<file path="src/rtl/ptstc_pkg.sv">
package ptstc_pkg;

    localparam int FRAME_WIDTH  = 640;
    localparam int FRAME_HEIGHT = 360;

    localparam int AREA_W   = 26;
    localparam int MOM_W    = 36;
    localparam int ANGLE_W  = 10;
    localparam int BAND_W   = 9;
    localparam int STEP_W   = 5;
    localparam int MISS_W   = 6;
    localparam int CFG_IDX_W = 3;
    localparam int CFG_DAT_W = 26;

    // Wide enough for frame centre plus the largest dead band
    localparam int CMP_W = 13;
    localparam int SUM_W = ANGLE_W + 2;

    localparam int SCAN_PAN_STEP  = 6;
    localparam int SCAN_TILT_STEP = 12;
    localparam int ANGLE_MIN = -512;
    localparam int ANGLE_MAX = 511;
    localparam int MISS_MAX  = 63;

    localparam int CENTER_X = FRAME_WIDTH / 2;
    localparam int CENTER_Y = FRAME_HEIGHT / 2;

    localparam int IN_DATA_W  = 104;
    localparam int OUT_DATA_W = 24;

    typedef enum logic [CFG_IDX_W-1:0] {
        REG_AREA_THRESHOLD = 3'd0,
        REG_DEAD_BAND      = 3'd1,
        REG_TRACK_STEP     = 3'd2,
        REG_LOST_LIMIT     = 3'd3,
        REG_PAN_MIN        = 3'd4,
        REG_PAN_MAX        = 3'd5,
        REG_TILT_MIN       = 3'd6,
        REG_TILT_MAX       = 3'd7
    } cfg_index_t;

    typedef logic signed [ANGLE_W-1:0] angle_t;
    typedef logic signed [SUM_W-1:0]   angle_sum_t;

    // Divider control toward the serial unit and status back
    typedef struct packed {
        logic start;
    } div_ctrl_t;

    typedef struct packed {
        logic done;
    } div_stat_t;

    function automatic angle_t sat_angle(input angle_sum_t v);
        angle_t r;
        if (v < angle_sum_t'(ANGLE_MIN))
            r = angle_t'(ANGLE_MIN);
        else if (v > angle_sum_t'(ANGLE_MAX))
            r = angle_t'(ANGLE_MAX);
        else
            r = v[ANGLE_W-1:0];
        return r;
    endfunction

endpackage

</file>
<file path="src/rtl/ptstc_div.sv">
module ptstc_div
    import ptstc_pkg::*;
(
    input  logic                  clk,
    input  logic                  rst_n,
    input  div_ctrl_t             ctrl,
    input  logic [MOM_W-1:0]      dividend,
    input  logic [AREA_W-1:0]     divisor,
    output div_stat_t             stat,
    output logic [MOM_W-1:0]      quotient
);

    localparam int CNT_W = $clog2(MOM_W + 1);

    logic [MOM_W-1:0]  quo_reg, quo_next;
    logic [AREA_W-1:0] rem_reg, rem_next;
    logic [CNT_W-1:0]  cnt_reg, cnt_next;
    logic              busy_reg, busy_next;
    logic              done_reg, done_next;
    logic [AREA_W:0]   trial;
    logic [AREA_W:0]   diff;

    // One quotient bit per cycle while busy: shift the next dividend bit into the remainder
    assign trial = {rem_reg, quo_reg[MOM_W-1]};
    assign diff  = trial - {1'b0, divisor};

    always_comb
    begin
        quo_next  = quo_reg;
        rem_next  = rem_reg;
        cnt_next  = cnt_reg;
        busy_next = busy_reg;
        done_next = 1'b0;
        if (ctrl.start)
        begin
            quo_next  = dividend;
            rem_next  = '0;
            cnt_next  = CNT_W'(MOM_W);
            busy_next = 1'b1;
        end
        else if (busy_reg)
        begin
            if (trial >= {1'b0, divisor})
            begin
                rem_next = diff[AREA_W-1:0];
                quo_next = {quo_reg[MOM_W-2:0], 1'b1};
            end
            else
            begin
                rem_next = trial[AREA_W-1:0];
                quo_next = {quo_reg[MOM_W-2:0], 1'b0};
            end
            cnt_next = cnt_reg - CNT_W'(1);
            if (cnt_reg == CNT_W'(1))
            begin
                busy_next = 1'b0;
                done_next = 1'b1;
            end
        end
    end

    always_ff @(posedge clk or negedge rst_n)
    begin
        if (!rst_n)
        begin
            busy_reg <= 1'b0;
            done_reg <= 1'b0;
            cnt_reg  <= '0;
        end
        else
        begin
            busy_reg <= busy_next;
            done_reg <= done_next;
            cnt_reg  <= cnt_next;
        end
    end

    always_ff @(posedge clk)
    begin
        quo_reg <= quo_next;
        rem_reg <= rem_next;
    end

    assign stat.done = done_reg;
    assign quotient  = quo_reg;

endmodule

</file>
<file path="src/rtl/pan_tilt_scan_track_controller_top.sv">
// A frame whose area does not exceed the threshold goes from the scan state straight to the
// finish state; one above it runs two 36-step bit-serial divisions in turn (x, then y) on
// the single shared serial divider, so only one frame is handled at a time.
// A new input is taken once the previous result sits in the output register.
// Reset (rst_n, asynchronous, active low) restores register defaults and the
// home pose (pan 90, tilt 90, scanning upward, not tracking, miss count 0).
module pan_tilt_scan_track_controller_top
    import ptstc_pkg::*;
(
    input  logic                   clk,
    input  logic                   rst_n,
    input  logic                   s_axis_tvalid,
    output logic                   s_axis_tready,
    // area_sum [25:0], x_moment [61:26], y_moment [97:62], zero fill [103:98]
    input  logic [IN_DATA_W-1:0]   s_axis_tdata,
    output logic                   m_axis_tvalid,
    input  logic                   m_axis_tready,
    // pan_angle [9:0], tilt_angle [19:10], object_found [20], is_tracking [21],
    // zero fill [23:22]
    output logic [OUT_DATA_W-1:0]  m_axis_tdata,
    input  logic                   cfg_we,
    input  logic [CFG_IDX_W-1:0]   cfg_addr,
    input  logic [CFG_DAT_W-1:0]   cfg_data
);

    typedef enum logic [4:0] {
        ST_IDLE = 5'b00001,
        ST_SCAN = 5'b00010,
        ST_DIVX = 5'b00100,
        ST_DIVY = 5'b01000,
        ST_FIN  = 5'b10000
    } state_t;

    state_t state_reg, state_next;

    // Configuration
    logic [AREA_W-1:0] thr_reg;
    logic [BAND_W-1:0] band_reg;
    logic [STEP_W-1:0] step_reg;
    logic [STEP_W-1:0] limit_reg;
    angle_t            pan_min_reg, pan_max_reg, tilt_min_reg, tilt_max_reg;

    // Controller state
    angle_t            pan_reg, pan_next;
    angle_t            tilt_reg, tilt_next;
    logic              pan_up_reg, pan_up_next;
    logic              tilt_up_reg, tilt_up_next;
    logic              track_reg, track_next;
    logic [MISS_W-1:0] miss_reg, miss_next;
    logic              found_reg, found_next;

    // Latched frame moments
    logic [AREA_W-1:0] area_reg;
    logic [MOM_W-1:0]  xm_reg;
    logic [MOM_W-1:0]  ym_reg;

    // Output register
    logic                  out_valid_reg, out_valid_next;
    logic [OUT_DATA_W-1:0] out_data_reg;

    // Divider
    div_ctrl_t        div_ctrl;
    div_stat_t        div_stat;
    logic [MOM_W-1:0] div_dividend;
    logic [MOM_W-1:0] quo;

    ptstc_div u_div (
        .clk      (clk),
        .rst_n    (rst_n),
        .ctrl     (div_ctrl),
        .dividend (div_dividend),
        .divisor  (area_reg),
        .stat     (div_stat),
        .quotient (quo)
    );

    // Scan step
    angle_sum_t tstep;
    angle_t     scan_pan;
    angle_t     scan_tilt1, scan_tilt2;
    logic       pan_over, pan_under;
    logic       scan_pan_up, scan_tilt_up;

    always_comb
    begin
        tstep = tilt_up_reg ? angle_sum_t'(SCAN_TILT_STEP) : -angle_sum_t'(SCAN_TILT_STEP);
        scan_pan = sat_angle(angle_sum_t'(pan_reg) + (pan_up_reg ? angle_sum_t'(SCAN_PAN_STEP)
                                                                 : -angle_sum_t'(SCAN_PAN_STEP)));
        pan_over  = scan_pan > pan_max_reg;
        pan_under = scan_pan < pan_min_reg;
        scan_pan_up = pan_up_reg;
        scan_tilt1  = tilt_reg;
        if (pan_over)
        begin
            scan_pan_up = 1'b0;
            scan_tilt1  = sat_angle(angle_sum_t'(tilt_reg) + tstep);
        end
        scan_tilt2 = scan_tilt1;
        if (pan_under)
        begin
            scan_pan_up = 1'b1;
            scan_tilt2  = sat_angle(angle_sum_t'(scan_tilt1) + tstep);
        end
        scan_tilt_up = tilt_up_reg;
        if (scan_tilt2 > tilt_max_reg)
            scan_tilt_up = 1'b0;
        if (scan_tilt2 < tilt_min_reg)
            scan_tilt_up = 1'b1;
    end

    // Centroid against frame centre plus or minus the dead band
    logic signed [CMP_W:0] lo_x, lo_y;
    logic [CMP_W-1:0]      hi_x, hi_y;
    logic                  quo_high;
    logic                  below_x, above_x, below_y, above_y;
    angle_sum_t            tstep_trk;
    angle_t                pan_nudged, tilt_nudged;

    always_comb
    begin
        lo_x = (CMP_W+1)'(CENTER_X) - $signed({{(CMP_W+1-BAND_W){1'b0}}, band_reg});
        lo_y = (CMP_W+1)'(CENTER_Y) - $signed({{(CMP_W+1-BAND_W){1'b0}}, band_reg});
        hi_x = CMP_W'(CENTER_X) + CMP_W'(band_reg);
        hi_y = CMP_W'(CENTER_Y) + CMP_W'(band_reg);
        quo_high = |quo[MOM_W-1:CMP_W];
        below_x = !quo_high && (lo_x > 0) && (quo[CMP_W-1:0] < lo_x[CMP_W-1:0]);
        above_x = quo_high || (quo[CMP_W-1:0] > hi_x);
        below_y = !quo_high && (lo_y > 0) && (quo[CMP_W-1:0] < lo_y[CMP_W-1:0]);
        above_y = quo_high || (quo[CMP_W-1:0] > hi_y);
        tstep_trk = angle_sum_t'(step_reg);
        // Pan follows x offset; tilt moves against y offset
        pan_nudged = pan_reg;
        if (below_x)
            pan_nudged = sat_angle(angle_sum_t'(pan_reg) - tstep_trk);
        else if (above_x)
            pan_nudged = sat_angle(angle_sum_t'(pan_reg) + tstep_trk);
        tilt_nudged = tilt_reg;
        if (above_y)
            tilt_nudged = sat_angle(angle_sum_t'(tilt_reg) - tstep_trk);
        else if (below_y)
            tilt_nudged = sat_angle(angle_sum_t'(tilt_reg) + tstep_trk);
    end

    logic              in_fire;
    logic              out_free;
    logic [MISS_W-1:0] miss_inc;

    assign s_axis_tready = (state_reg == ST_IDLE);
    assign in_fire  = s_axis_tvalid && s_axis_tready;
    assign out_free = !out_valid_reg || m_axis_tready;
    assign miss_inc = (miss_reg < MISS_W'(MISS_MAX)) ? miss_reg + MISS_W'(1) : miss_reg;

    always_comb
    begin
        state_next     = state_reg;
        pan_next       = pan_reg;
        tilt_next      = tilt_reg;
        pan_up_next    = pan_up_reg;
        tilt_up_next   = tilt_up_reg;
        track_next     = track_reg;
        miss_next      = miss_reg;
        found_next     = found_reg;
        out_valid_next = out_valid_reg;
        div_ctrl.start = 1'b0;
        div_dividend   = xm_reg;
        if (out_valid_reg && m_axis_tready)
            out_valid_next = 1'b0;
        case (state_reg)
            ST_IDLE:
            begin
                if (in_fire)
                    state_next = ST_SCAN;
            end
            ST_SCAN:
            begin
                if (!track_reg)
                begin
                    pan_next     = scan_pan;
                    tilt_next    = scan_tilt2;
                    pan_up_next  = scan_pan_up;
                    tilt_up_next = scan_tilt_up;
                end
                found_next = area_reg > thr_reg;
                if (area_reg > thr_reg)
                begin
                    track_next     = 1'b1;
                    div_ctrl.start = 1'b1;
                    state_next     = ST_DIVX;
                end
                else
                begin
                    miss_next = miss_inc;
                    if (miss_inc > MISS_W'(limit_reg))
                    begin
                        track_next = 1'b0;
                        miss_next  = '0;
                    end
                    state_next = ST_FIN;
                end
            end
            ST_DIVX:
            begin
                if (div_stat.done)
                begin
                    pan_next       = pan_nudged;
                    div_dividend   = ym_reg;
                    div_ctrl.start = 1'b1;
                    state_next     = ST_DIVY;
                end
            end
            ST_DIVY:
            begin
                if (div_stat.done)
                begin
                    tilt_next  = tilt_nudged;
                    state_next = ST_FIN;
                end
            end
            ST_FIN:
            begin
                // Hold until the output register is free
                if (out_free)
                begin
                    out_valid_next = 1'b1;
                    state_next     = ST_IDLE;
                end
            end
            default:
            begin
                state_next = ST_IDLE;
            end
        endcase
    end

    always_ff @(posedge clk or negedge rst_n)
    begin
        if (!rst_n)
        begin
            state_reg     <= ST_IDLE;
            pan_reg       <= angle_t'(90);
            tilt_reg      <= angle_t'(90);
            pan_up_reg    <= 1'b1;
            tilt_up_reg   <= 1'b1;
            track_reg     <= 1'b0;
            miss_reg      <= '0;
            found_reg     <= 1'b0;
            out_valid_reg <= 1'b0;
            thr_reg       <= AREA_W'(10000);
            band_reg      <= BAND_W'(20);
            step_reg      <= STEP_W'(1);
            limit_reg     <= STEP_W'(10);
            pan_min_reg   <= angle_t'(0);
            pan_max_reg   <= angle_t'(180);
            tilt_min_reg  <= angle_t'(75);
            tilt_max_reg  <= angle_t'(125);
        end
        else
        begin
            state_reg     <= state_next;
            pan_reg       <= pan_next;
            tilt_reg      <= tilt_next;
            pan_up_reg    <= pan_up_next;
            tilt_up_reg   <= tilt_up_next;
            track_reg     <= track_next;
            miss_reg      <= miss_next;
            found_reg     <= found_next;
            out_valid_reg <= out_valid_next;
            if (cfg_we)
            begin
                case (cfg_index_t'(cfg_addr))
                    REG_AREA_THRESHOLD: thr_reg      <= cfg_data[AREA_W-1:0];
                    REG_DEAD_BAND:      band_reg     <= cfg_data[BAND_W-1:0];
                    REG_TRACK_STEP:     step_reg     <= cfg_data[STEP_W-1:0];
                    REG_LOST_LIMIT:     limit_reg    <= cfg_data[STEP_W-1:0];
                    REG_PAN_MIN:        pan_min_reg  <= cfg_data[ANGLE_W-1:0];
                    REG_PAN_MAX:        pan_max_reg  <= cfg_data[ANGLE_W-1:0];
                    REG_TILT_MIN:       tilt_min_reg <= cfg_data[ANGLE_W-1:0];
                    REG_TILT_MAX:       tilt_max_reg <= cfg_data[ANGLE_W-1:0];
                    default:            ;
                endcase
            end
        end
    end

    always_ff @(posedge clk)
    begin
        if (in_fire)
        begin
            area_reg <= s_axis_tdata[AREA_W-1:0];
            xm_reg   <= s_axis_tdata[AREA_W+MOM_W-1:AREA_W];
            ym_reg   <= s_axis_tdata[AREA_W+2*MOM_W-1:AREA_W+MOM_W];
        end
        if (state_reg == ST_FIN && out_free)
            out_data_reg <= {2'b00, track_reg, found_reg, tilt_reg, pan_reg};
    end

    assign m_axis_tvalid = out_valid_reg;
    assign m_axis_tdata  = out_data_reg;

endmodule

</file>
<file path="config.mk">
export PLATFORM = sky130hd
export DESIGN_NAME = pan_tilt_scan_track_controller_top
export DESIGN_NICKNAME = d
export VERILOG_FILES = /design/src/rtl/ptstc_pkg.sv /design/src/rtl/ptstc_div.sv /design/src/rtl/pan_tilt_scan_track_controller_top.sv
export SDC_FILE = /design/constraint.sdc
export NUM_CORES = 1
export LEC_CHECK = 0
export ABC_AREA = 1
export BUFFER_PORTS_ARGS = -buffer_cell sky130_fd_sc_hd__buf_2
export CORE_MARGIN = 2
export CORE_UTILIZATION = 52
export DETAILED_ROUTE_END_ITERATION = 8
export GPL_TIMING_DRIVEN = 0
export PLACE_DENSITY = 0.7
export RECOVER_POWER = 25
export SLEW_MARGIN = 20
export SYNTH_ARGS = -nofsm -noshare
export SYNTH_HDL_FRONTEND = slang
export SYNTH_SLANG_ARGS = --single-unit
</file>
<file path="constraint.sdc">
create_clock -name clk -period 15.3 [get_ports clk]
set_clock_uncertainty 0.2 [all_clocks]
set_input_delay 1.53 -clock clk [delete_from_list [all_inputs] [get_ports clk]]
set_output_delay 1.53 -clock clk [all_outputs]
set_load 0.01 [all_outputs]
</file>
# --- After elaboration in Yosys (flattened, before gate mapping) ---
# Cells that the tools add are included.
word_totals:
  regBits: 311
  input_bits: 138
classes:
  add_sub_neg: 14
  order_cmp: 28
  eq_ne: 20
  n_mux: 62
  bitwise: 2
  reduce_logical: 35
ops:
  columns: ["operator", "count"]
  rows:
  - ["10-bit 2-to-1 mux", 24]
  - ["36-bit 2-to-1 mux", 4]
  - ["11-bit by 10-bit greater-than comparator with 1-bit output (second input constant)", 4]
  - ["11-bit by 10-bit less-than comparator with 1-bit output (second input constant)", 4]
  - ["10-bit one-hot mux with 2 select lines", 2]
  - ["10-bit by 12-bit adder with 12-bit output", 3]
  - ["12-bit by 10-bit greater-than comparator with 1-bit output (second input constant)", 3]
  - ["12-bit by 10-bit less-than comparator with 1-bit output (second input constant)", 3]
  - ["27-bit by 26-bit greater-or-equal comparator with 1-bit output", 1]
  - ["13-bit by 10-bit greater-than comparator with 1-bit output", 2]
  - ["26-bit greater-than comparator", 1]
  - ["13-bit less-than comparator", 2]
  - ["26-bit 2-to-1 mux", 1]
  - ["26-bit subtractor", 1]
  - ["5-bit 2-to-1 mux", 5]
  - ["5-bit one-hot mux with 5 select lines", 1]
  - ["12-bit 2-to-1 mux", 2]
  - ["6-bit 2-to-1 mux", 4]
  - ["23-bit OR reduction", 1]
  - ["10-bit by 6-bit adder with 11-bit output", 2]
  - ["10-bit by 6-bit subtractor with 11-bit output", 2]
  - ["10-bit by 1-bit greater-than comparator with 1-bit output (second input constant)", 2]
  - ["10-bit greater-than comparator", 2]
  - ["10-bit less-than comparator", 2]
  - ["31 further kinds", 83]

# --- Logic depth before layout (Yosys ltp) ---
# Gate-level depths: netlist of run 1.
logic_depth:
  ltp_word: 15
  depth_mapped: 47

# --- Modules after synthesis ---
# Synthesis of run 1 repeated with hierarchy kept, for this count alone.
unflattened:
  cells_unflattened: 2549
  hier_area_um2: 20408.3
by_module_without_submodules:
  columns: ["mod", "instances", "cells_per_inst", "area_each_um2", "seq_area_each_um2"]
  rows:
  - ["pan_tilt_scan_track_controller_top", 1, 1735, 15144.5, 6675.2]
  - ["ptstc_div", 1, 814, 5263.8, 1801.7]

# --- Least setup slack after synthesis of run 1 ---
# No wires, ideal clock.
synth_path:
  path_kind: "input to register"
  from: "in m_axis_tready"
  to: "reg area_reg[0] (enable)"
  arrival_ps: 5940
  path_slack_ps: 8604
  cell_stages: 4
  cell_sequence: "nor2_1 -> nand4_1 -> o2111ai_1 -> nor2_1"
synth_lines:
  columns: ["element", "line", "rtl"]
  rows:
  - ["start: declaration", "pan_tilt_scan_track_controller_top.sv:17", "input logic m_axis_tready,"]
  - ["end signal: assignment", "pan_tilt_scan_track_controller_top.sv:289", "area_reg <= s_axis_tdata[AREA_W-1:0];"]
  - ["end: declaration", "pan_tilt_scan_track_controller_top.sv:53", "logic [AREA_W-1:0] area_reg;"]

# --- Final worst setup path of run 1 ---
layout_path:
  from: "reg pan_reg[1]"
  to: "reg tilt_up_reg"
layout_between:
  elab_chain_cells: 14
layout_rtl:
  columns: ["element", "line", "rtl"]
  rows:
  - ["start: declaration", "pan_tilt_scan_track_controller_top.sv:44", "angle_t pan_reg, pan_next;"]
  - ["start signal: assignment", "pan_tilt_scan_track_controller_top.sv:240", "pan_reg <= angle_t'(90);"]
  - ["start signal: assignment", "pan_tilt_scan_track_controller_top.sv:260", "pan_reg <= pan_next;"]
  - ["10-bit by 12-bit adder with 12-bit output (*)", "pan_tilt_scan_track_controller_top.sv:87", "scan_pan = sat_angle(angle_sum_t'(pan_reg) + (pan_up_reg ? angle_sum_t'(SCAN_PAN_STEP)"]
  - ["12-bit by 10-bit greater-than comparator with 1-bit output", "ptstc_pkg.sv:58", "else if (v > angle_sum_t'(ANGLE_MAX))"]
  - ["10-bit 2-to-1 mux", "ptstc_pkg.sv:58", null]
  - ["10-bit 2-to-1 mux (*)", "ptstc_pkg.sv:56", "if (v < angle_sum_t'(ANGLE_MIN))"]
  - ["10-bit greater-than comparator", "pan_tilt_scan_track_controller_top.sv:89", "pan_over = scan_pan > pan_max_reg;"]
  - ["10-bit 2-to-1 mux", "pan_tilt_scan_track_controller_top.sv:93", "if (pan_over)"]
  - ["10-bit by 12-bit adder with 12-bit output", "pan_tilt_scan_track_controller_top.sv:102", "scan_tilt2 = sat_angle(angle_sum_t'(scan_tilt1) + tstep);"]
  - ["12-bit by 10-bit greater-than comparator with 1-bit output", "ptstc_pkg.sv:58", null]
  - ["10-bit 2-to-1 mux", "ptstc_pkg.sv:58", null]
  - ["10-bit 2-to-1 mux", "ptstc_pkg.sv:56", null]
  - ["10-bit 2-to-1 mux (*)", "pan_tilt_scan_track_controller_top.sv:99", "if (pan_under)"]
  - ["10-bit greater-than comparator / 10-bit less-than comparator (equally long branches)", "pan_tilt_scan_track_controller_top.sv:105, pan_tilt_scan_track_controller_top.sv:107", null]
  - ["2-bit nonzero test (no line)", null, null]
  - ["3-bit AND reduction (no line)", null, null]
  - ["end signal: assignment", "pan_tilt_scan_track_controller_top.sv:263", "tilt_up_reg <= tilt_up_next;"]
  - ["end: declaration", "pan_tilt_scan_track_controller_top.sv:47", "logic tilt_up_reg, tilt_up_next;"]
# Mark *: on every way between the ends. The rest lies on a longest branch, timed or not.
# A chain may end at the register's enable or synchronous reset.

==> qor.yml, run 1 <==
cts:
  hold_buffers: 0
  ctsHtreeMaxLevel: 2
  clock_latency_ps: 520
  cts_tree: "done"
  clk_pin_slew_ps: 60
  clk_path_buf_depth: 3
  post_cts_buffers: 0
  clock-sinks: 311
  ctsResizeCount: 0
  numCtsBuffers: 35
  ctsRootBufferMaster: "clkbuf_16"
place:
  placed_area_um2: 20700
  numPortBuffers: 155
  routabilityCongestion: 0.929
  post-dp-hpwl_um: 37500
floorplan:
  die_area_um2: 38400
  num_io_pins: 164
  rows: 70
  chipWidth_um: 196
  die_h_um: 196
  coreArea_um2: 36400
  start_util_pct: 52.7
global_route:
  grt_overflow: 0
  use_met3_pct: 2.82
  grt_pass1_wl_um: 78300
  met2_usage_pct: 43.4
  grt_max_degree: 72
  grt_pass1_vias: 15596
  met1_usage_pct: 33.5
  grt_most_used_layer: "met2"
  grt_antenna_before_repair: 0
  track_usage_pct: 25.3
synth:
  async_flop_share_pct: 41.5
  synth-main-ff-cell: "edfxtp_1"
  syn_inst: 2208
  synth_seq_area_share_pct: 44.2
  synth_edf_count: 156
  ys_ff_latch: 311
  yosysWarnings: 0
  syn_avg_cell_area_um2: 8.69
  syn_area_um2: 19200
  synth_cell_types: 58
worst_hold_path:
  hold_class: "register to register"
  whs_path_depth: 2
critical_path:
  worst_setup_path_start_kind: "register"
  cp_data_required_time_ps: 15560
  critPathMaxStageDelay_ps: 690
  reg2reg_depth: 40
  critical_path.most_common_cell: "inv_1"
  endpoint_kind: "register"
  cp_slowest_cell: "dfstp_1"
  path_max_fanout: 7
  crit_type: "register to register"
  critical_path_arrival_ps: 8400
sta:
  clock.fmax_mhz: 123
  slew_violations: 59
  rsz0062_at_grt: "false"
  final-setup-viol-count: 0
  post-route-min-period_ps: 8140
  tightest_slew_ps: 3530
  relSlewSlack_pct: -135
  finalCritPeriodShare_pct: 53.2
  finalHoldViolCount: 0
  finalSetupTns_ps: 0
layout:
  fillers: 3196
  synthToLayoutAreaGrowth_pct: 13.6
  fin_nets: 2741
  design_area_um2: 21800
  drive_above_1_share_pct: 11.4
  multi_input_area_um2: 9310
  regArea_um2: 8480
route:
  drt_wl_total_um: 48200
  drtAntennaViolNets: 0
  drc_errors: 0
  avgRoutedWirePerCell_um: 16.6
  drt_iter0_drc: 852
  drt-pass1-iter-count: 7
  avgViaCountPerCell: 5.48
  vias: 15901
flow_run:
  max-cap-violations: 1
status:
  status: "finished with violations"
  violations: "max-capacitance violations, max-slew violations"
## cells by family (layout without fill, tap and decap cells)
kind of cell    after synthesis  count (layout)  synth area share, %
simple gates                749             749                 16.6
compound gates              504             504                 15.0
buf+inv                     365             588                 7.35
flops                       311             311                 44.2
fa+ha+maj                   197             197                 13.2
xor+xnor                     81              81                 3.70
other cells                   1               3               0.0195
## final cells by class
class	instances	share of cell area, %
clock inverters	13	0.752
flip-flops and latches	311	38.9
inverters	305	5.25
diodes	1	0.0115
repair buffers	160	3.92
clock buffers	50	4.56
plain buffers	60	1.22
multi-input cells	1533	42.7
well taps	468	2.69
## worst max-delay path: cells and delay by family (launching register included)
kind | cells | cell delay, ps
compound gates | 13 | 2840
simple gates | 15 | 1610
fa+ha+maj | 4 | 1560
buf+inv | 8 | 1150
flops | 1 | 690
## layer usage
| layer | routed length, µm | part of all wire (%) |
|---|---|---|
| met5 | 0 | 0 |
| met4 | 1650 | 3.4 |
| met3 | 2110 | 4.4 |
| met2 | 23000 | 48 |
| met1 | 21500 | 44 |
## through the flow
stage	hold slack [ps]	util [%]	setup WS, ps	instances
floorplan	225	-	8600	2209
finish	287	59.8	7160	2901
global route	296	59.8	6570	2900
CTS	279	59.9	7350	2900
global placement	266	56.4	6870	2832
detailed placement	267	56.7	7390	2837
## worst paths after layout
path / startpoint / end / slack [ps]
worst min-delay path: tilt_min_reg[2] / tilt_min_reg[2] / 290
worst min register to register: tilt_min_reg[2] / tilt_min_reg[2] / 290
worst max register to register: pan_reg[1] / tilt_up_reg / 7160
worst max-delay path: pan_reg[1] / tilt_up_reg / 7160
max in group asynchronous: rst_n / thr_reg[18] / 10880
min in group asynchronous: rst_n / tilt_reg[7] / 2000
## cells in the mapped netlist, types with 6 or more instances
master,instances,area share (%)
o211ai_1,12,0.47
o22ai_1,19,0.62
buf_2,14,0.37
inv_1,300,5.9
a211oi_1,7,0.27
xor2_1,62,2.8
dfrtp_1,94,12
a21oi_1,162,4.2
edfxtp_1,156,24
o21ai_0,181,4.7
nand2_1,384,7.5
o21bai_1,11,0.43
nand4_1,19,0.62
nor3_1,25,0.65
clkbuf_1,41,0.80
o31ai_1,6,0.23
a32o_1,8,0.42
dfstp_2,35,4.8
o21ai_1,18,0.47
nand3_1,102,2.7
xnor2_1,19,0.87
a31oi_1,43,1.4
o221ai_1,6,0.27
nand2_2,11,0.36
ha_1,189,12
fa_1,8,0.83
nor2_1,171,3.3
nor4_1,15,0.49
dfxtp_1,26,2.7
## cells in the final DEF, fill, tap and decap left out, types with 15 or more instances in the layout
| master | instances |
|---|---|
| buf_2 | 147 |
| o21ai_1 | 18 |
| inv_1 | 300 |
| a31oi_1 | 43 |
| clkbuf_1 | 73 |
| edfxtp_1 | 156 |
| a21oi_1 | 162 |
| ha_1 | 189 |
| nand2_1 | 384 |
| xnor2_1 | 19 |
| nor2_1 | 169 |
| nand3_1 | 102 |
| dfxtp_1 | 26 |
| dfrtp_1 | 94 |
| xor2_1 | 62 |
| nor4_1 | 15 |
| clkbuf_16 | 36 |
| dfstp_2 | 27 |
| o21ai_0 | 181 |
| o22ai_1 | 19 |
| nand4_1 | 19 |
| nor3_1 | 25 |
Power of run 1 is left out: the tool's default activity adds up to more than one toggle a clock period on the data nets, which glitch-free logic cannot reach.
==> run 2, diff against run 1 <==
--- a/config.mk
+++ b/config.mk
@@ -5,7 +5,7 @@
 export SDC_FILE = /design/constraint.sdc
 export NUM_CORES = 1
 export LEC_CHECK = 0
-export ABC_AREA = 1
+export ABC_AREA = 0
 export BUFFER_PORTS_ARGS = -buffer_cell sky130_fd_sc_hd__buf_2
 export CORE_MARGIN = 2
 export CORE_UTILIZATION = 52
==> constraint.sdc (replaced) <==
create_clock -name clk -period 7.7 [get_ports clk]
set_clock_uncertainty 0.2 [all_clocks]
set_input_delay 0.77 -clock clk [delete_from_list [all_inputs] [get_ports clk]]
set_output_delay 0.77 -clock clk [all_outputs]
set_load 0.01 [all_outputs]
==> run 2 against run 1 <==
- the flow finishes with violations (max-capacitance violations, max-slew violations, negative setup slack)
- design area up 6.6%
- cell count shrank 5.6%
- routed wire length rose by 6.0%
- global-route usage grew 0.54 points
- largest cell class unchanged
==> qor.yml, run 2 <==
critical_path:
  endpoint_kind: "register"
  rr_endpoint: "tilt_up_reg"
  worst_setup_path_start_kind: "register"
  critical_path_arrival_ps: 8040
  critPathLaunch: "pan_up_reg"
  path_max_fanout: 8
  reg2reg_depth: 36
  critPathMaxStageDelay_ps: 610
  cp_slowest_cell: "dfstp_2"
  crit_type: "register to register"
  cp_data_required_time_ps: 7990
  regToRegSetupSlack_ps: -50
  r2r_start: "pan_up_reg"
  critical_path.most_common_cell: "nor2b_1"
cts:
  clock_latency_ps: 550
  clk_path_buf_depth: 3
  cts_tree: "done"
  ctsRootBufferMaster: "clkbuf_16"
  clock-sinks: 311
  clk_pin_slew_ps: 60
  ctsHtreeMaxLevel: 2
  numCtsBuffers: 35
synth:
  synthTopCellsByArea: "edfxtp_1 (24%), ha_1 (12%), dfrtp_1 (12%), dfstp_2 (4.7%), o21ai_0 (4.2%)"
  yosys.area_share.adder_pct: 12.9
  synth-main-ff-cell: "edfxtp_1"
  synth_seq_area_share_pct: 43.2
  synth-compound-area-share_pct: 18.3
  synthMuxAreaShare_pct: 5.78
  synth_area_leader_cell: "edfxtp_1"
  synth_cell_types: 92
  syn_inst: 1950
  ys_top_cells_by_count: "ha_1 (189), nand2_1 (184), o21ai_0 (163), inv_1 (157), edfxtp_1 (156)"
  yosysWarnings: 0
  synth_simple_gate_area_share_pct: 12.4
  synth_edf_count: 156
  syn_avg_cell_area_um2: 10.1
  synth.top_cell.area_share_pct: 23.9
  syn_area_um2: 19600
  ys_ff_latch: 311
  async_flop_share_pct: 41.5
  yosysMostFrequentCell: "ha_1"
  synthXorXnorAreaFrac_pct: 3.21
  synth_top_family_by_area: "compound AO/OA/AOI/OAI gates"
status:
  violations: "max-capacitance violations, max-slew violations, negative setup slack"
  status: "finished with violations"
layout:
  layout.cells.most_common_list: "nand2_1 (182), ha_1 (175), edfxtp_1 (156)"
  stdcell_count: 2738
  drive_above_1_share_pct: 20.3
  postLayoutCoreUtil_pct: 62.1
  synthToLayoutAreaGrowth_pct: 18.4
  design_area_um2: 23200
  final_common_cell: "nand2_1"
  fillers: 3042
  fin_nets: 2534
worst_hold_path:
  whs_path_depth: 1
  hold_class: "input port to register"
  min_from: "s_axis_tdata[3]"
  worstHoldEndpoint: "area_reg[3]"
sta:
  tightest_slew_ps: 3530
  finalCritPeriodShare_pct: 101
  post-route-min-period_ps: 7750
  hold_ws_ps: 200
  slew_violations: 62
  clock.fmax_mhz: 129
  rsz0062_at_grt: "true"
  relSlewSlack_pct: -135
  final-setup-viol-count: 1
  finalHoldViolCount: 0
  setup_slack_ps: -45.8
place:
  post-dp-hpwl_um: 37500
  placed_area_um2: 21200
  numPortBuffers: 153
  routabilityCongestion: 0.944
  dp.cells: 2620
global_route:
  grt_pass1_wl_um: 80100
  grt_overflow: 0
  grt_pass1_vias: 15297
  grt_antenna_before_repair: 2
  grt_max_degree: 69
  track_usage_pct: 25.9
route:
  vias: 15894
  avgViaCountPerCell: 5.80
  drtAntennaViolNets: 0
  drt_wl_total_um: 51100
  drc_errors: 0
  drt_iter0_drc: 1116
  drt-pass1-iter-count: 5
  avgRoutedWirePerCell_um: 18.7
floorplan:
  rows: 71
  start_util_pct: 52.5
  coreArea_um2: 37400
  die_area_um2: 39300
  num_io_pins: 164
  die_h_um: 198
  chipWidth_um: 198
flow_run:
  max-cap-violations: 1
## run 2: cell types whose count changed after synthesis, moves of 53 or more
cell,previous run,this run
nand2_1,384,184
inv_1,300,157
nor2_1,171,94
nand3_1,102,32
mux2i_1,0,57
a21oi_1,162,109
## run 2: worst max path at each step
stage             endpoint
2_1_floorplan  tilt_up_reg
3_3_place_gp   tilt_up_reg
3_5_place_dp   tilt_up_reg
4_1_cts        tilt_up_reg
5_1_grt        tilt_up_reg
6_report       tilt_up_reg
## run 2: logic make-up (layout without fill, tap and decap cells)
logic type / Yosys count / after routing
buffers and inverters: 219 / 494
muxes: 107 / 107
and+or+nand+nor: 500 / 500
adders and majority gates: 197 / 197
other: 1 / 3
DFF: 311 / 311
xor gates and xnor gates: 72 / 72
AOI/OAI and AO/OA: 543 / 543
## run 2: area by class of cell
type	instances	area (µm²)	area share, %
Antenna cell	1	2.50	0.0108
Buffer	60	254	1.09
Clock buffer	41	918	3.95
Clock inverter	23	206	0.889
Inverter	159	601	2.59
Multi-Input combinational cell	1421	10800	46.6
Sequential cell	311	8480	36.5
Tap cell	511	639	2.75
Timing Repair Buffer	211	1310	5.62
## run 2: what timing repair did
action / CTS / global route
endpoints found under the setup margin: 4 / 1
hold buffers: 1 / 0
cloned: 0 / 1
resized for setup: 58 / 46
pin swaps: 21 / 33
hold endpoints to repair: 50 / 0
buffers inserted: 22 / 29
## run 2: worst max-delay path: cells and delay by family (launching register included)
| family | cells | cell delay, ps |
|---|---|---|
| multiplexers | 1 | 240 |
| AND/OR/NAND/NOR | 8 | 1130 |
| adder cells (fa/ha/maj) | 4 | 1240 |
| AO/OA/AOI/OAI | 17 | 3380 |
| flip-flops | 1 | 610 |
| buffers and inverters | 6 | 870 |
## run 2: metrics by stage
step / setup slack [ps] / TNS [ps]
2_1_floorplan: 52.8 / 0
3_3_place_gp: -1390 / -1400
3_5_place_dp: -1530 / -1640
4_1_cts: -91.1 / -91.1
5_1_grt: -332 / -332
6_report: -45.8 / -45.8
## run 2: per-layer routing
| layer | track usage (%) | vias up | wire (µm) |
|---|---|---|---|
| met5 | 0 | - | 13 |
| met4 | 8.91 | 2 | 1460 |
| met3 | 3.61 | 107 | 2400 |
| met2 | 44.7 | 423 | 25200 |
| met1 | 33.3 | 7729 | 22000 |
| li1 | - | 7633 | - |
Power of run 2 is left out for the same reason.
==> run 3, diff against run 2 <==
--- a/config.mk
+++ b/config.mk
@@ -7,8 +7,10 @@
 export LEC_CHECK = 0
 export ABC_AREA = 0
 export BUFFER_PORTS_ARGS = -buffer_cell sky130_fd_sc_hd__buf_2
+export CORE_ASPECT_RATIO = 0.9
 export CORE_MARGIN = 2
 export CORE_UTILIZATION = 52
+export CTS_BUF_LIST = sky130_fd_sc_hd__clkbuf_2
 export DETAILED_ROUTE_END_ITERATION = 8
 export GPL_TIMING_DRIVEN = 0
 export PLACE_DENSITY = 0.7
@@ -17,3 +19,4 @@
 export SYNTH_ARGS = -nofsm -noshare
 export SYNTH_HDL_FRONTEND = slang
 export SYNTH_SLANG_ARGS = --single-unit
+export TNS_END_PERCENT = 30
==> run 3 against run 2 <==
- the flow still finishes with violations (max-capacitance violations, max-slew violations, negative setup slack)
- critical path depth grew 3
- worst setup slack lost 38 ps
- die area is essentially flat
- cell count grew 6.1%
- flip-flop and latch count is the same
- register-to-register slack lost 40 ps
- via count grew 4.8%
- sequential share of layout area shrank 0.90 points
- first-iteration DRC count grew 23%
- worst hold slack lost 91 ps
- design area grew 2.5%
- critical path type unchanged
- largest cell class unchanged
==> qor.yml, run 3 (synthesis gave the netlist of run 2 again) <==
critical_path:
  regToRegSetupSlack_ps: -80
  cp_top_family: "compound AO/OA/AOI/OAI gates"
  cp_slowest_cell: "dfstp_2"
  r2r_start: "pan_up_reg"
  path_buf_inv: 6
  endpoint_kind: "register"
  cp_data_required_time_ps: 8380
  crit_type: "register to register"
  critPathMaxStageDelay_ps: 610
  worstSetupPathDepth: 39
  worst_setup_path_start_kind: "register"
  critical_path.most_common_cell: "o21ai_2"
  critical_path_arrival_ps: 8470
  reg2reg_depth: 39
  path_max_fanout: 10
  rr_endpoint: "tilt_up_reg"
layout:
  fillers: 3046
  synthToLayoutAreaGrowth_pct: 21.4
  layout.cells.most_common_list: "nand2_1 (181), ha_1 (178), edfxtp_1 (156)"
  postLayoutCoreUtil_pct: 64.0
  drive_above_1_share_pct: 20.0
  final_common_cell: "nand2_1"
  fin_nets: 2683
place:
  post-dp-hpwl_um: 37300
  routabilityCongestion: 0.951
  numPortBuffers: 153
cts:
  clk_path_buf_depth: 3
  clock-sinks: 311
  clock_latency_ps: 1020
  ctsHtreeMaxLevel: 3
  ctsRootBufferMaster: "clkbuf_2"
  clk_pin_slew_ps: 120
  numCtsBuffers: 84
  cts_tree: "done"
status:
  status: "finished with violations"
  violations: "max-capacitance violations, max-slew violations, negative setup slack"
sta:
  setup_slack_ps: -84.1
  tightest_slew_ps: 2050
  rsz0062_at_grt: "true"
  clock.fmax_mhz: 128
  slew_violations: 32
  finalCritPeriodShare_pct: 101
  final-setup-viol-count: 1
  post-route-min-period_ps: 7780
  relSlewSlack_pct: -36.6
  finalHoldViolCount: 0
global_route:
  grt_pass1_vias: 16774
  grt_antenna_before_repair: 5
  track_usage_pct: 27.7
  grt_pass1_wl_um: 87000
  grt_max_degree: 88
  grt_overflow: 0
floorplan:
  num_io_pins: 164
  rows: 67
  coreArea_um2: 37200
  chipWidth_um: 209
  start_util_pct: 52.7
  die_area_um2: 39300
  die_h_um: 188
worst_hold_path:
  min_from: "cfg_addr[2]"
  whs_path_depth: 5
  worstHoldEndpoint: "pan_min_reg[8]"
  hold_class: "input port to register"
route:
  drtAntennaViolNets: 0
  avgRoutedWirePerCell_um: 18.7
  drc_errors: 0
  vias: 16654
  avgViaCountPerCell: 5.73
  drt-pass1-iter-count: 7
  drt_wl_total_um: 54300
  drt_iter0_drc: 1375
flow_run:
  max-cap-violations: 1
## run 3: changes by cell type in the layout (fill, tap and decap cells not counted), moves of 5 or more
cell and delta:
clkinv_2 -5, diode_2 +6, clkbuf_16 -35, clkbuf_1 +10, clkinv_1 +10, clkbuf_2 +130, dlygate4sd3_1 +128, buf_4 -23
buf_2 -17
## run 3: stage by stage
stage               cell area (µm²)  hold WS (ps)  std cells  TNS [ps]  worst slack, ps
floorplan                     19600           226       1951         0             52.8
global placement              21000           235       2587     -1410            -1400
detailed placement            21100           240       2591     -1700            -1500
CTS                           23700          6.07       2893      -158             -158
global route                  23800          42.1       2903      -474             -474
finish                        23800           109       2904     -84.1            -84.1
## run 3: layout make-up
type	count	area [µm²]	area share, %
multi-input combinational	1421	10700	45.0
timing repair buffer	311	2310	9.70
inverter	159	601	2.52
antenna	7	17.5	0.0735
tap	483	604	2.54
buffer	60	264	1.11
clock buffer	127	636	2.67
clock inverter	25	189	0.793
sequential	311	8480	35.6
## run 3: worst max-delay path by stage
stage | startpoint | to
floorplan | pan_up_reg | tilt_up_reg
global placement | pan_up_reg | tilt_up_reg
detailed placement | pan_up_reg | tilt_up_reg
CTS | pan_up_reg | tilt_up_reg
global route | pan_up_reg | tilt_up_reg
finish | pan_up_reg | tilt_up_reg
## run 3: worst reg2reg max path: cells and delay by family, from the launching register on
family,cells,cell delay [ps]
compound gates,20,3370
fa+ha+maj,4,1340
buf+inv,6,910
flops,1,610
mux,1,220
simple gates,8,1050
## run 3: layer usage
metal	track usage (%)	wire, µm	vias to the layer above
met4	11.5	1970	0
met2	44.8	25200	604
met1	36.5	23700	7943
li1	-	-	7963
met5	0	0	-
met3	5.62	3380	144
## run 3: timing repair
action,in CTS,in global routing
hold endpoints to repair,285,0
hold buffers,129,0
setup buffers,21,5
gates resized for setup,61,22
pin swaps,19,16
endpoints found under the setup margin,5,1
Power of run 3 is left out for the same reason.
